$ cat src/design/scalar_kalman_filter_top_assert.svh
// Assertion macros shared by the filter modules.
// Each use expands to one labeled concurrent assertion on clock, muted in reset.
`ifndef SCALAR_KALMAN_FILTER_TOP_ASSERT_SVH
`define SCALAR_KALMAN_FILTER_TOP_ASSERT_SVH

// antecedent implies consequent in the same cycle
`define SKF_ASSERT_NOW(lbl, ante, cons) \
   lbl: assert property (@(posedge clock) disable iff (reset) (ante) |-> (cons)) \
      else $error("skf: same-cycle check failed");

// antecedent implies consequent in the next cycle
`define SKF_ASSERT_NEXT(lbl, ante, cons) \
   lbl: assert property (@(posedge clock) disable iff (reset) (ante) |=> (cons)) \
      else $error("skf: next-cycle check failed");

`endif

$ cat src/design/skf_pkg.sv
package skf_pkg;

   // field widths
   localparam int SampleWidth   = 16;
   localparam int EstWidth      = 32;
   localparam int CsrIndexWidth = 8;
   localparam int CsrDataWidth  = 32;
   localparam int GainWidth     = 16;

   // register indexes
   localparam logic [CsrIndexWidth-1:0] REG_PROCESS_NOISE     = 8'd0;
   localparam logic [CsrIndexWidth-1:0] REG_MEASUREMENT_NOISE = 8'd1;

   // register reset values (Q16.16)
   localparam logic [CsrDataWidth-1:0] ProcessNoiseReset     = 32'd26214400;
   localparam logic [CsrDataWidth-1:0] MeasurementNoiseReset = 32'd655360;

   // datapath operations, one per microcode step
   localparam logic [2:0] OP_WAIT  = 3'd0;  // take sample, predict covariance
   localparam logic [2:0] OP_DEN   = 3'd1;  // denominator, divider setup, innovation
   localparam logic [2:0] OP_DIV   = 3'd2;  // one quotient bit
   localparam logic [2:0] OP_GAIN  = 3'd3;  // gain with special cases
   localparam logic [2:0] OP_MUL_P = 3'd4;  // (1 - K) * P_mid
   localparam logic [2:0] OP_UPD_P = 3'd5;  // write covariance
   localparam logic [2:0] OP_MUL_X = 3'd6;  // K * (z - x)
   localparam logic [2:0] OP_UPD_X = 3'd7;  // write estimate and result

   // jump conditions
   localparam logic [1:0] COND_NONE     = 2'd0;  // fall through
   localparam logic [1:0] COND_NO_REQ   = 2'd1;  // no sample offered
   localparam logic [1:0] COND_DIV_MORE = 2'd2;  // quotient bits left
   localparam logic [1:0] COND_OUT_BUSY = 2'd3;  // result register still held

   // program steps; the program fills the step space, so the last step wraps to 0
   localparam int PcWidth = 3;
   localparam logic [PcWidth-1:0] STEP_WAIT  = 3'd0;
   localparam logic [PcWidth-1:0] STEP_DEN   = 3'd1;
   localparam logic [PcWidth-1:0] STEP_DIV   = 3'd2;
   localparam logic [PcWidth-1:0] STEP_GAIN  = 3'd3;
   localparam logic [PcWidth-1:0] STEP_MUL_P = 3'd4;
   localparam logic [PcWidth-1:0] STEP_UPD_P = 3'd5;
   localparam logic [PcWidth-1:0] STEP_MUL_X = 3'd6;
   localparam logic [PcWidth-1:0] STEP_UPD_X = 3'd7;

   // division loop counter
   localparam int DivCntWidth = $clog2(GainWidth);
   localparam logic [DivCntWidth-1:0] DivLast = DivCntWidth'(GainWidth - 1);

   typedef struct packed {
      logic [2:0]         op;
      logic [1:0]         cond;
      logic [PcWidth-1:0] target;
   } skf_uword_type;

   typedef struct packed {
      logic [2:0] op;
      logic       fire;  // the step's register updates take effect
   } skf_ctrl_type;

   // microcode ROM
   function automatic skf_uword_type skf_ucode(input logic [PcWidth-1:0] step);
      skf_uword_type w;
      case (step)
         STEP_WAIT:  w = '{op: OP_WAIT,  cond: COND_NO_REQ,   target: STEP_WAIT};
         STEP_DEN:   w = '{op: OP_DEN,   cond: COND_NONE,     target: STEP_WAIT};
         STEP_DIV:   w = '{op: OP_DIV,   cond: COND_DIV_MORE, target: STEP_DIV};
         STEP_GAIN:  w = '{op: OP_GAIN,  cond: COND_NONE,     target: STEP_WAIT};
         STEP_MUL_P: w = '{op: OP_MUL_P, cond: COND_NONE,     target: STEP_WAIT};
         STEP_UPD_P: w = '{op: OP_UPD_P, cond: COND_NONE,     target: STEP_WAIT};
         STEP_MUL_X: w = '{op: OP_MUL_X, cond: COND_NONE,     target: STEP_WAIT};
         STEP_UPD_X: w = '{op: OP_UPD_X, cond: COND_OUT_BUSY, target: STEP_UPD_X};
         default:    w = '{op: OP_WAIT,  cond: COND_NONE,     target: STEP_WAIT};
      endcase
      return w;
   endfunction

endpackage

$ cat src/design/skf_dpath.sv
`include "scalar_kalman_filter_top_assert.svh"

module skf_dpath
   import skf_pkg::*;
(
   input  logic                       clock,
   input  logic                       reset,
   input  skf_ctrl_type               ctrl,
   input  logic signed [SampleWidth-1:0] req_sample,
   input  logic [CsrDataWidth-1:0]    process_noise,
   input  logic [CsrDataWidth-1:0]    measurement_noise,
   output logic signed [EstWidth-1:0] rsp_estimate
);

   // filter state
   logic signed [31:0] est_ff, est_in;
   logic [31:0]        cov_ff, cov_in;

   // per-item working registers
   logic signed [31:0] z_ff, z_in;
   logic [31:0]        pmid_ff, pmid_in;
   logic [32:0]        den_ff, den_in;
   logic [32:0]        rem_ff, rem_in;
   logic [GainWidth-1:0] quo_ff, quo_in;
   logic [GainWidth-1:0] gain_ff, gain_in;
   logic signed [32:0] diff_ff, diff_in;
   logic signed [50:0] prod_ff, prod_in;
   logic signed [31:0] out_ff, out_in;

   logic [32:0]        pred_sum;
   logic [33:0]        rem_sh;
   logic [33:0]        den_ext;
   logic               rem_ge;
   logic signed [32:0] mul_a;
   logic signed [17:0] mul_b;
   logic signed [50:0] mul_prod;
   logic signed [35:0] upd_sum;
   logic signed [31:0] upd_sat;

   // prediction P + Q, saturating
   assign pred_sum = {1'b0, cov_ff} + {1'b0, process_noise};

   // restoring divider step
   assign rem_sh  = {rem_ff, 1'b0};
   assign den_ext = {1'b0, den_ff};
   assign rem_ge  = (rem_sh >= den_ext);

   // shared multiplier operands
   always_comb begin
      if (ctrl.op == OP_MUL_P) begin
         mul_a = $signed({1'b0, pmid_ff});
         mul_b = $signed({1'b0, 17'h10000 - {1'b0, gain_ff}});
      end else begin
         mul_a = diff_ff;
         mul_b = $signed({2'b00, gain_ff});
      end
   end
   assign mul_prod = mul_a * mul_b;

   // x + floor(prod / 2^16), clamped to 32 bits
   assign upd_sum = {{4{est_ff[31]}}, est_ff} + {prod_ff[50], prod_ff[50:16]};
   always_comb begin
      if (upd_sum[35:31] == 5'b00000 || upd_sum[35:31] == 5'b11111) begin
         upd_sat = upd_sum[31:0];
      end else if (upd_sum[35]) begin
         upd_sat = 32'sh80000000;
      end else begin
         upd_sat = 32'sh7FFFFFFF;
      end
   end

   // next-state selection per operation
   always_comb begin
      est_in  = est_ff;
      cov_in  = cov_ff;
      z_in    = z_ff;
      pmid_in = pmid_ff;
      den_in  = den_ff;
      rem_in  = rem_ff;
      quo_in  = quo_ff;
      gain_in = gain_ff;
      diff_in = diff_ff;
      prod_in = prod_ff;
      out_in  = out_ff;
      if (ctrl.fire) begin
         case (ctrl.op)
            OP_WAIT: begin
               z_in    = {req_sample, 16'h0000};
               pmid_in = pred_sum[32] ? 32'hFFFFFFFF : pred_sum[31:0];
            end
            OP_DEN: begin
               den_in  = {1'b0, pmid_ff} + {1'b0, measurement_noise};
               rem_in  = {1'b0, pmid_ff};
               quo_in  = '0;
               diff_in = {z_ff[31], z_ff} - {est_ff[31], est_ff};
            end
            OP_DIV: begin
               rem_in = rem_ge ? 33'(rem_sh - den_ext) : rem_sh[32:0];
               quo_in = {quo_ff[GainWidth-2:0], rem_ge};
            end
            OP_GAIN: begin
               if (den_ff == '0) begin
                  gain_in = '0;
               end else if (den_ff == {1'b0, pmid_ff}) begin
                  // no measurement noise: gain of one saturates
                  gain_in = '1;
               end else begin
                  gain_in = quo_ff;
               end
            end
            OP_MUL_P: prod_in = mul_prod;
            OP_UPD_P: cov_in  = prod_ff[47:16];
            OP_MUL_X: prod_in = mul_prod;
            OP_UPD_X: begin
               est_in = upd_sat;
               out_in = upd_sat;
            end
            default: ;
         endcase
      end
   end

   // state registers
   always_ff @(posedge clock) begin
      if (reset) begin
         est_ff <= '0;
         cov_ff <= '0;
      end else begin
         est_ff <= est_in;
         cov_ff <= cov_in;
      end
   end

   // working registers, no reset
   always_ff @(posedge clock) begin
      z_ff    <= z_in;
      pmid_ff <= pmid_in;
      den_ff  <= den_in;
      rem_ff  <= rem_in;
      quo_ff  <= quo_in;
      gain_ff <= gain_in;
      diff_ff <= diff_in;
      prod_ff <= prod_in;
      out_ff  <= out_in;
   end

   assign rsp_estimate = out_ff;

   `SKF_ASSERT_NEXT(a_cov_shrinks, ctrl.fire && ctrl.op == OP_UPD_P,
      cov_ff <= $past(pmid_ff))
   `SKF_ASSERT_NEXT(a_zero_den_gain, ctrl.fire && ctrl.op == OP_GAIN && den_ff == '0,
      gain_ff == '0)
   `SKF_ASSERT_NEXT(a_est_between, ctrl.fire && ctrl.op == OP_UPD_X,
      (est_ff >= $past(est_ff) && est_ff <= $past(z_ff)) ||
      (est_ff <= $past(est_ff) && est_ff >= $past(z_ff)))

endmodule

$ cat src/design/scalar_kalman_filter_top.sv
// Channel   Ports                               Direction  Payload
// req       req_valid / req_ready               in         req_sample, s16 integer
// rsp       rsp_valid / rsp_ready               out        rsp_estimate, s32 Q16.16
// csr       csr_valid / csr_ready               in         csr_index, csr_data (Q, R)
//
// Each item runs through accept, setup, 16 quotient bits of the restoring
// divider (one per cycle), gain, then two multiply/writeback pairs on the shared
// 33x18 multiplier. A new sample is accepted only at the first microcode step.
// The final step holds while an earlier result still waits on rsp_ready.
// Reset clears estimate and covariance and loads Q = 400.0, R = 10.0.
`include "scalar_kalman_filter_top_assert.svh"

module scalar_kalman_filter_top
   import skf_pkg::*;
(
   input  logic                          clock,
   input  logic                          reset,
   input  logic                          req_valid,
   output logic                          req_ready,
   input  logic signed [SampleWidth-1:0] req_sample,
   output logic                          rsp_valid,
   input  logic                          rsp_ready,
   output logic signed [EstWidth-1:0]    rsp_estimate,
   input  logic                          csr_valid,
   output logic                          csr_ready,
   input  logic [CsrIndexWidth-1:0]      csr_index,
   input  logic [CsrDataWidth-1:0]       csr_data
);

   logic [CsrDataWidth-1:0] process_noise_ff, process_noise_in;
   logic [CsrDataWidth-1:0] measurement_noise_ff, measurement_noise_in;
   logic [PcWidth-1:0]      pc_ff, pc_in;
   logic [DivCntWidth-1:0]  cnt_ff, cnt_in;
   logic                    rsp_valid_ff, rsp_valid_in;
   skf_uword_type           uword;
   skf_ctrl_type            ctrl;
   logic                    out_free;
   logic                    take;

   // configuration registers; unknown indexes are dropped
   assign csr_ready = 1'b1;
   always_comb begin
      process_noise_in     = process_noise_ff;
      measurement_noise_in = measurement_noise_ff;
      if (csr_valid) begin
         if (csr_index == REG_PROCESS_NOISE) begin
            process_noise_in = csr_data;
         end else if (csr_index == REG_MEASUREMENT_NOISE) begin
            measurement_noise_in = csr_data;
         end
      end
   end

   // microcode fetch and step control
   assign uword    = skf_ucode(pc_ff);
   assign out_free = !rsp_valid_ff || rsp_ready;
   assign req_ready = (uword.op == OP_WAIT);

   always_comb begin
      ctrl.op = uword.op;
      case (uword.op)
         OP_WAIT: ctrl.fire = req_valid;
         OP_UPD_X: ctrl.fire = out_free;
         default: ctrl.fire = 1'b1;
      endcase
   end

   always_comb begin
      case (uword.cond)
         COND_NONE:     take = 1'b0;
         COND_NO_REQ:   take = !req_valid;
         COND_DIV_MORE: take = (cnt_ff != DivLast);
         COND_OUT_BUSY: take = !out_free;
         default:       take = 1'b0;
      endcase
   end

   // the last step falls through to step 0 by wrapping
   assign pc_in = take ? uword.target : pc_ff + PcWidth'(1);

   always_comb begin
      cnt_in = cnt_ff;
      if (uword.op == OP_DEN) begin
         cnt_in = '0;
      end else if (uword.op == OP_DIV) begin
         cnt_in = cnt_ff + DivCntWidth'(1);
      end
   end

   // result valid
   always_comb begin
      rsp_valid_in = rsp_valid_ff;
      if (ctrl.op == OP_UPD_X && ctrl.fire) begin
         rsp_valid_in = 1'b1;
      end else if (rsp_ready) begin
         rsp_valid_in = 1'b0;
      end
   end

   always_ff @(posedge clock) begin
      if (reset) begin
         process_noise_ff     <= ProcessNoiseReset;
         measurement_noise_ff <= MeasurementNoiseReset;
         pc_ff                <= STEP_WAIT;
         cnt_ff               <= '0;
         rsp_valid_ff         <= 1'b0;
      end else begin
         process_noise_ff     <= process_noise_in;
         measurement_noise_ff <= measurement_noise_in;
         pc_ff                <= pc_in;
         cnt_ff               <= cnt_in;
         rsp_valid_ff         <= rsp_valid_in;
      end
   end

   assign rsp_valid = rsp_valid_ff;

   skf_dpath u_dpath (
      .clock             (clock),
      .reset             (reset),
      .ctrl              (ctrl),
      .req_sample        (req_sample),
      .process_noise     (process_noise_ff),
      .measurement_noise (measurement_noise_ff),
      .rsp_estimate      (rsp_estimate)
   );

   `SKF_ASSERT_NEXT(a_accept_to_setup, req_valid && req_ready, pc_ff == STEP_DEN)
   `SKF_ASSERT_NOW(a_div_exit_count, pc_ff == STEP_DIV && pc_in != STEP_DIV,
      cnt_ff == DivLast)
   `SKF_ASSERT_NOW(a_rsp_from_update, $rose(rsp_valid_ff), $past(pc_ff) == STEP_UPD_X)

endmodule
$ cat config.mk
export PLATFORM = sky130hd
export DESIGN_NAME = scalar_kalman_filter_top
export DESIGN_NICKNAME = d
export VERILOG_FILES = /design/src/design/skf_pkg.sv /design/src/design/skf_dpath.sv /design/src/design/scalar_kalman_filter_top.sv
export VERILOG_INCLUDE_DIRS = /design/src /design/src/design
export SDC_FILE = /design/constraint.sdc
export NUM_CORES = 2
export LEC_CHECK = 0
export ABC_AREA = 0
export BUFFER_PORTS_ARGS = -buffer_cell sky130_fd_sc_hd__buf_4
export CORE_MARGIN = 5
export CORE_UTILIZATION = 45
export CTS_BUF_LIST = sky130_fd_sc_hd__clkbuf_16
export DETAILED_ROUTE_END_ITERATION = 6
export GPL_ROUTABILITY_DRIVEN = 0
export SETUP_SLACK_MARGIN = 0.15
export SYNTH_ARGS = -nofsm -noshare
export SYNTH_HDL_FRONTEND = slang
export SYNTH_SLANG_ARGS = --single-unit
$ cat constraint.sdc
create_clock -name clock -period 9.6 [get_ports clock]
set_clock_uncertainty 0.05 [all_clocks]
set_input_delay 0 -clock clock [delete_from_list [all_inputs] [get_ports clock]]
set_output_delay 0 -clock clock [all_outputs]
set_load 0.01 [all_outputs]
-- After elaboration in Yosys (flattened, before gate mapping)
Memories as Yosys holds them, arrays and structs flattened. A register that Yosys moved wholly into a read port is not among the register bits.
Cells that the tools add are included.
- add/subtract/negate cells: 8
- multiply operators: 1
- order comparisons: 1
- eq/ne operators: 14
- mux-type cells: 14
- bitwise gates (word level): 1
- reduce and logical (&&, ||, !) cells: 24
- operators by type and width (kind ; number):
    $add A32 B32 Y33 ; 2
    $mux W33 ; 2
    $pmux W33 S2 ; 1
    $mux W32 ; 2
    $mul A33 B18 Y51 ; 1
    $add A32 B35 Y36 ; 1
    $ge A34 B33 Y1 ; 1
    $eq A33 B32 Y1 ; 1
    $logic_not A33 Y1 ; 1
    $sub A32 B32 Y33 ; 1
    $sub A33 B33 Y33 ; 1
    $pmux W16 S2 ; 1
    $mux W17 ; 1
    $sub A17 B16 Y17 const A ; 1
    $mux W16 ; 1
    $reduce_and A2 Y1 ; 8
    $eq A3 B3 Y1 const B ; 4
    $eq A8 B1 Y1 const B ; 1
    $logic_not A8 Y1 ; 1
    $eq A3 B2 Y1 const B ; 2
    $mux W3 ; 2
    $eq A5 B5 Y1 const B ; 1
    $logic_not A5 Y1 ; 1
    $add A4 B1 Y4 const B ; 1
    17 further kinds ; 24
- bits in registers: 398
- memory bits (read-only): 64
- input bits: 61
- logic and storage cells: 80
- memories kept: 1
- memory list (memory ; depth ; bits a word ; read ports ; clocked after memory_dff ; wr ports ; line ; text):
    (no name shown) ; 8 ; 8 ; 1 ; 1 ; 0 ; skf_pkg.sv:63 ; case (step)

-- Logic depth before layout (Yosys ltp)
- depth in word-level cells: 6
- mapped depth: 34
- mapped depth without buffers: 31

-- Cells and area by module
Synthesis repeated with hierarchy kept, for this count alone.
- cell total of the unflattened synthesis: 4449
- area total of the unflattened synthesis: 40904.2 um^2
- modules (own cells, without submodules) (module ; instances ; cells an instance ; area an instance (um^2) ; seq. area each (um^2)):
    skf_dpath ; 1 ; 4155 ; 37868.8 ; 8668.3
    scalar_kalman_filter_top ; 1 ; 294 ; 3035.4 ; 1561.5

-- Least setup slack after synthesis
Ideal clock, no wire load.
- path type: register to register
- start point: register, netlist name uword[7]
- end point: register u_dpath.prod_ff[37] (data pin)
- data arrival time: 9.263 ns
- path slack: 0.030 ns
- stages on the path, launching flop included: 29
- path buffers: 3
- cells stage by stage: dfxtp_1 > nor2b_1 > nor2b_1 > clkbuf_1 > clkbuf_1 > buf_1 > mux2i_1 > nor2_1 > fa_1 > inv_1 > fa_1 > fa_1 > inv_1 > fa_1 > fa_1 > inv_1 > fa_1 > inv_1 > ha_1 > a21oi_1 > nand2_1 > a21o_1 > or2_2 > a21o_1 > a41oi_1 > o311ai_0 > a221oi_1 > o21ba_2 > xnor2_1
- cells in the longest elaborated chain, start to end: 3
- RTL lines (item ; line ; text):
    $eq A3 B3 Y1 (*) ; skf_dpath.sv:50 ; if (ctrl.op == OP_MUL_P) begin
    $mux W33 or $mux W17 (tied branches) ; skf_dpath.sv:50 ;
    $mul A33 B18 Y51 (*) ; skf_dpath.sv:58 ; assign mul_prod = mul_a * mul_b;
    named net u_dpath.mul_prod[37] ; skf_dpath.sv:36 ; logic signed [50:0] mul_prod;
    end signal, assigned ; skf_dpath.sv:143 ; prod_ff <= prod_in;
    end, declared ; skf_dpath.sv:27 ; logic signed [50:0] prod_ff, prod_in;
Mark *: on every way through the listed nets, which the timed path passes. The rest lies on a longest branch.
A chain may end at the register's enable or synchronous reset.

-- Final worst setup path
- start point: register u_dpath.gain_ff[3]
- end point: register u_dpath.prod_ff[49] (data pin)
- cells in the longest elaborated chain, start to end: 3
- RTL lines (item ; line ; text):
    start, declared ; skf_dpath.sv:25 ; logic [GainWidth-1:0] gain_ff, gain_in;
    start signal, assigned ; skf_dpath.sv:141 ; gain_ff <= gain_in;
    $sub A17 B16 Y17 ; skf_dpath.sv:52 ; mul_b = $signed({1'b0, 17'h10000 - {1'b0, gain_ff}});
    $mux W17 (*) ; skf_dpath.sv:50 ;
    $mul A33 B18 Y51 (*) ; skf_dpath.sv:58 ;
    named net u_dpath.mul_prod[49] ; skf_dpath.sv:36 ;
Marks and branches as above.

==> results.txt <==
Most common cell after layout, fill and taps aside: nand2_1
R2R setup slack: 510 ps
Number of global-route vias before repair: 31400
Final hold vios: 0
Hold EP: measurement_noise_ff[5]
Antenna Nets Post-Route: 0
EDFF count, synth: 246
Synth area leader: fa_1
R2R cell count: 26
IO buf count: 94
Seq/Total Area, Yosys: 25.2%
Die H: 310 um
Synth Flop Type: edfxtp_1
Ys Warns: 0
Tightest Pin Transition: 1090 ps
Worst Setup End Kind: register
Initial Util: 45.2%
Wire length per cell: 20.8 um
Asr flop ratio synth: 0%
Max-slew violation total from the final report: 0
Hold wc startpoint: csr_index[4]
Layout area overhead: 10.9%
Routed wire length: 120000 um
Gr ovfl total: 0
Reg-to-Reg Start: u_dpath.gain_ff[3]
Placed instance area: 42900 um2
Arr. time, crit path: 9370 ps
Vias: 31200
Largest net degree at the start of global routing: 83
First-pass GRT wire length: 185000 um
Design area: 44900 um2
Slew HR: 27.1%
Worst slack, placed: 404 ps
CTS tree: built
CTS buffer count: 42
Final setup margin: 512 ps
Setup crit start kind: register
RSZ-0062 raised after global routing: no
Synthesized area per cell: 9.13 um2
Ranking of synthesized cells by area: fa_1 (27%), edfxtp_1 (18%), ha_1 (8.3%)
Number of H-tree levels: 2
Critical Path RT: 9880 ps
Final setup fails: 0
Fin crit share: 94.7%
Setup tns final: 0 ps
Status: finished, final reports clean
Clk buf depth: 3
DR vias/cell: 5.41
Yosys top cell area share: 26.6%
Synth cell types: 80
Most frequent cells in the layout: nand2_1 (838), inv_1 (688), fa_1 (538)
Clock Sinks: 388
Hold Path Stages: 5
Clk slew on worst S/H paths: 60 ps
Yosys reg bits: 388
Initial antenna violation count: 2
Drt first pass iters: 6
Layout Nets: 5427
FMAX: 0.110 GHz
Core footprint: 89700 um2
Total I/O pin count: 96
Die width: 310 um
Detailed Route Iter0 Violations: 2706
Crit-path max FO: 16
Crit path time final: 9090 ps
Synth Instances: 4441
Cell Area, Synth: 40500 um2
Crit path kind: reg -> reg
Worst Hold Class: in -> reg
RR Endpoint: u_dpath.prod_ff[49]
Max Cap Violations: 0
Antenna cells: 0
Overall Global Routing Usage: 25.1%
DRC viols: 0
DIE AREA: 96200 um2
Hpwl dp: 96400 um
FP Rows: 110
Root Buffer: clkbuf_16
Layout cells sized above 1: 6.69%
Tightest hold margin: 61.8 ps
Clk Latency, worst-skew pair: 570 ps
-- routing by layer --
layer	track usage (%)	vias to the layer above	part of all wire, %
li1	-	14500	-
met1	35.0	15500	43
met2	41.0	1007	46
met3	3.87	206	7.1
met4	7.83	2	3.8
met5	0	-	0.011
-- cells in the mapped netlist, drive strengths merged, types with 31 or more instances --
cell      n
nor2    305
ha      269
nand2   838
dfxtp   142
inv     679
xnor2   161
a211oi   46
a21oi   237
fa      538
xor2     72
o21a     41
o21ai   113
nor2b    38
nor3     31
clkbuf  153
a21o     77
nand3    54
mux2i    55
edfxtp  246
and2     43
-- timing repair --
action,CTS,global route
endpoints found under the setup margin,0,10
gates resized for setup,0,3
endpoints found under the hold margin,84,0
setup buffers,0,4
hold buffers,64,0
-- state kept, by name, summed over array words and instances, names as in the netlist, 33 cells and up --
register / cells
u_dpath.den_ff: 33
u_dpath.diff_ff: 33
u_dpath.prod_ff: 35
u_dpath.rem_ff: 33
-- layout make-up --
class	count	area [um2]
Clock buffer	44	1100
Inverter	679	2550
Timing Repair Buffer	243	2010
Sequential cell	388	10200
Tap cell	1176	1470
Fill cell	8515	44800
Multi-Input combinational cell	3205	27300
Clock inverter	33	292
-- stage by stage --
| stage | instances | util (%) |
|---|---|---|
| after detailed placement | 5623 | 47.8 |
| after CTS | 5764 | 50.0 |
| final | 5768 | 50.1 |
| after floorplan | 4442 | - |
| after global placement | 5623 | 47.8 |
| after global routing | 5768 | 50.1 |
-- critical path, stage by stage (launching register included) --
cell and delay, ps:
edfxtp_1 500, nor3_1 410, a21oi_1 150, buf_4 180, xor2_2 810, buf_4 360, nand2_1 100, fa_1 530
inv_1 60, fa_1 530, inv_1 60, fa_1 530, inv_1 70, fa_1 480, fa_1 490, inv_1 50
fa_1 550, inv_1 60, ha_1 440, and4_1 380, o2111ai_1 510, a211oi_1 610, o21ai_0 210, a31oi_1 370
o21a_1 180, nor2_1 50, xnor2_1 120
-- worst max-delay path by stage --
stage	slack [ps]	to	from
finish	510	u_dpath.prod_ff[49]	u_dpath.gain_ff[3]
global route	110	u_dpath.prod_ff[50]	u_dpath.gain_ff[3]
global placement	600	u_dpath.prod_ff[50]	u_dpath.gain_ff[3]
floorplan	710	u_dpath.prod_ff[37]	uword[7]
CTS	370	u_dpath.prod_ff[50]	u_dpath.gain_ff[3]
detailed placement	400	u_dpath.prod_ff[50]	u_dpath.gain_ff[3]
-- kinds of logic (layout without fill, tap and decap cells) --
logic type                 Yosys count  in the layout  synth area share (%)
xor gates and xnor gates           233            233                  5.03
buffers and inverters              849            999                  7.95
muxes                               57             57                  1.41
DFF                                388            388                  25.2
AOI/OAI and AO/OA                  646            646                  10.1
other                                2              3                0.0185
adders and majority gates          807            807                  34.9
and+or+nand+nor                   1459           1459                  15.4
Power is not shown: default switching activity piles up to over one toggle a cycle in this logic, so the estimate is an artifact.
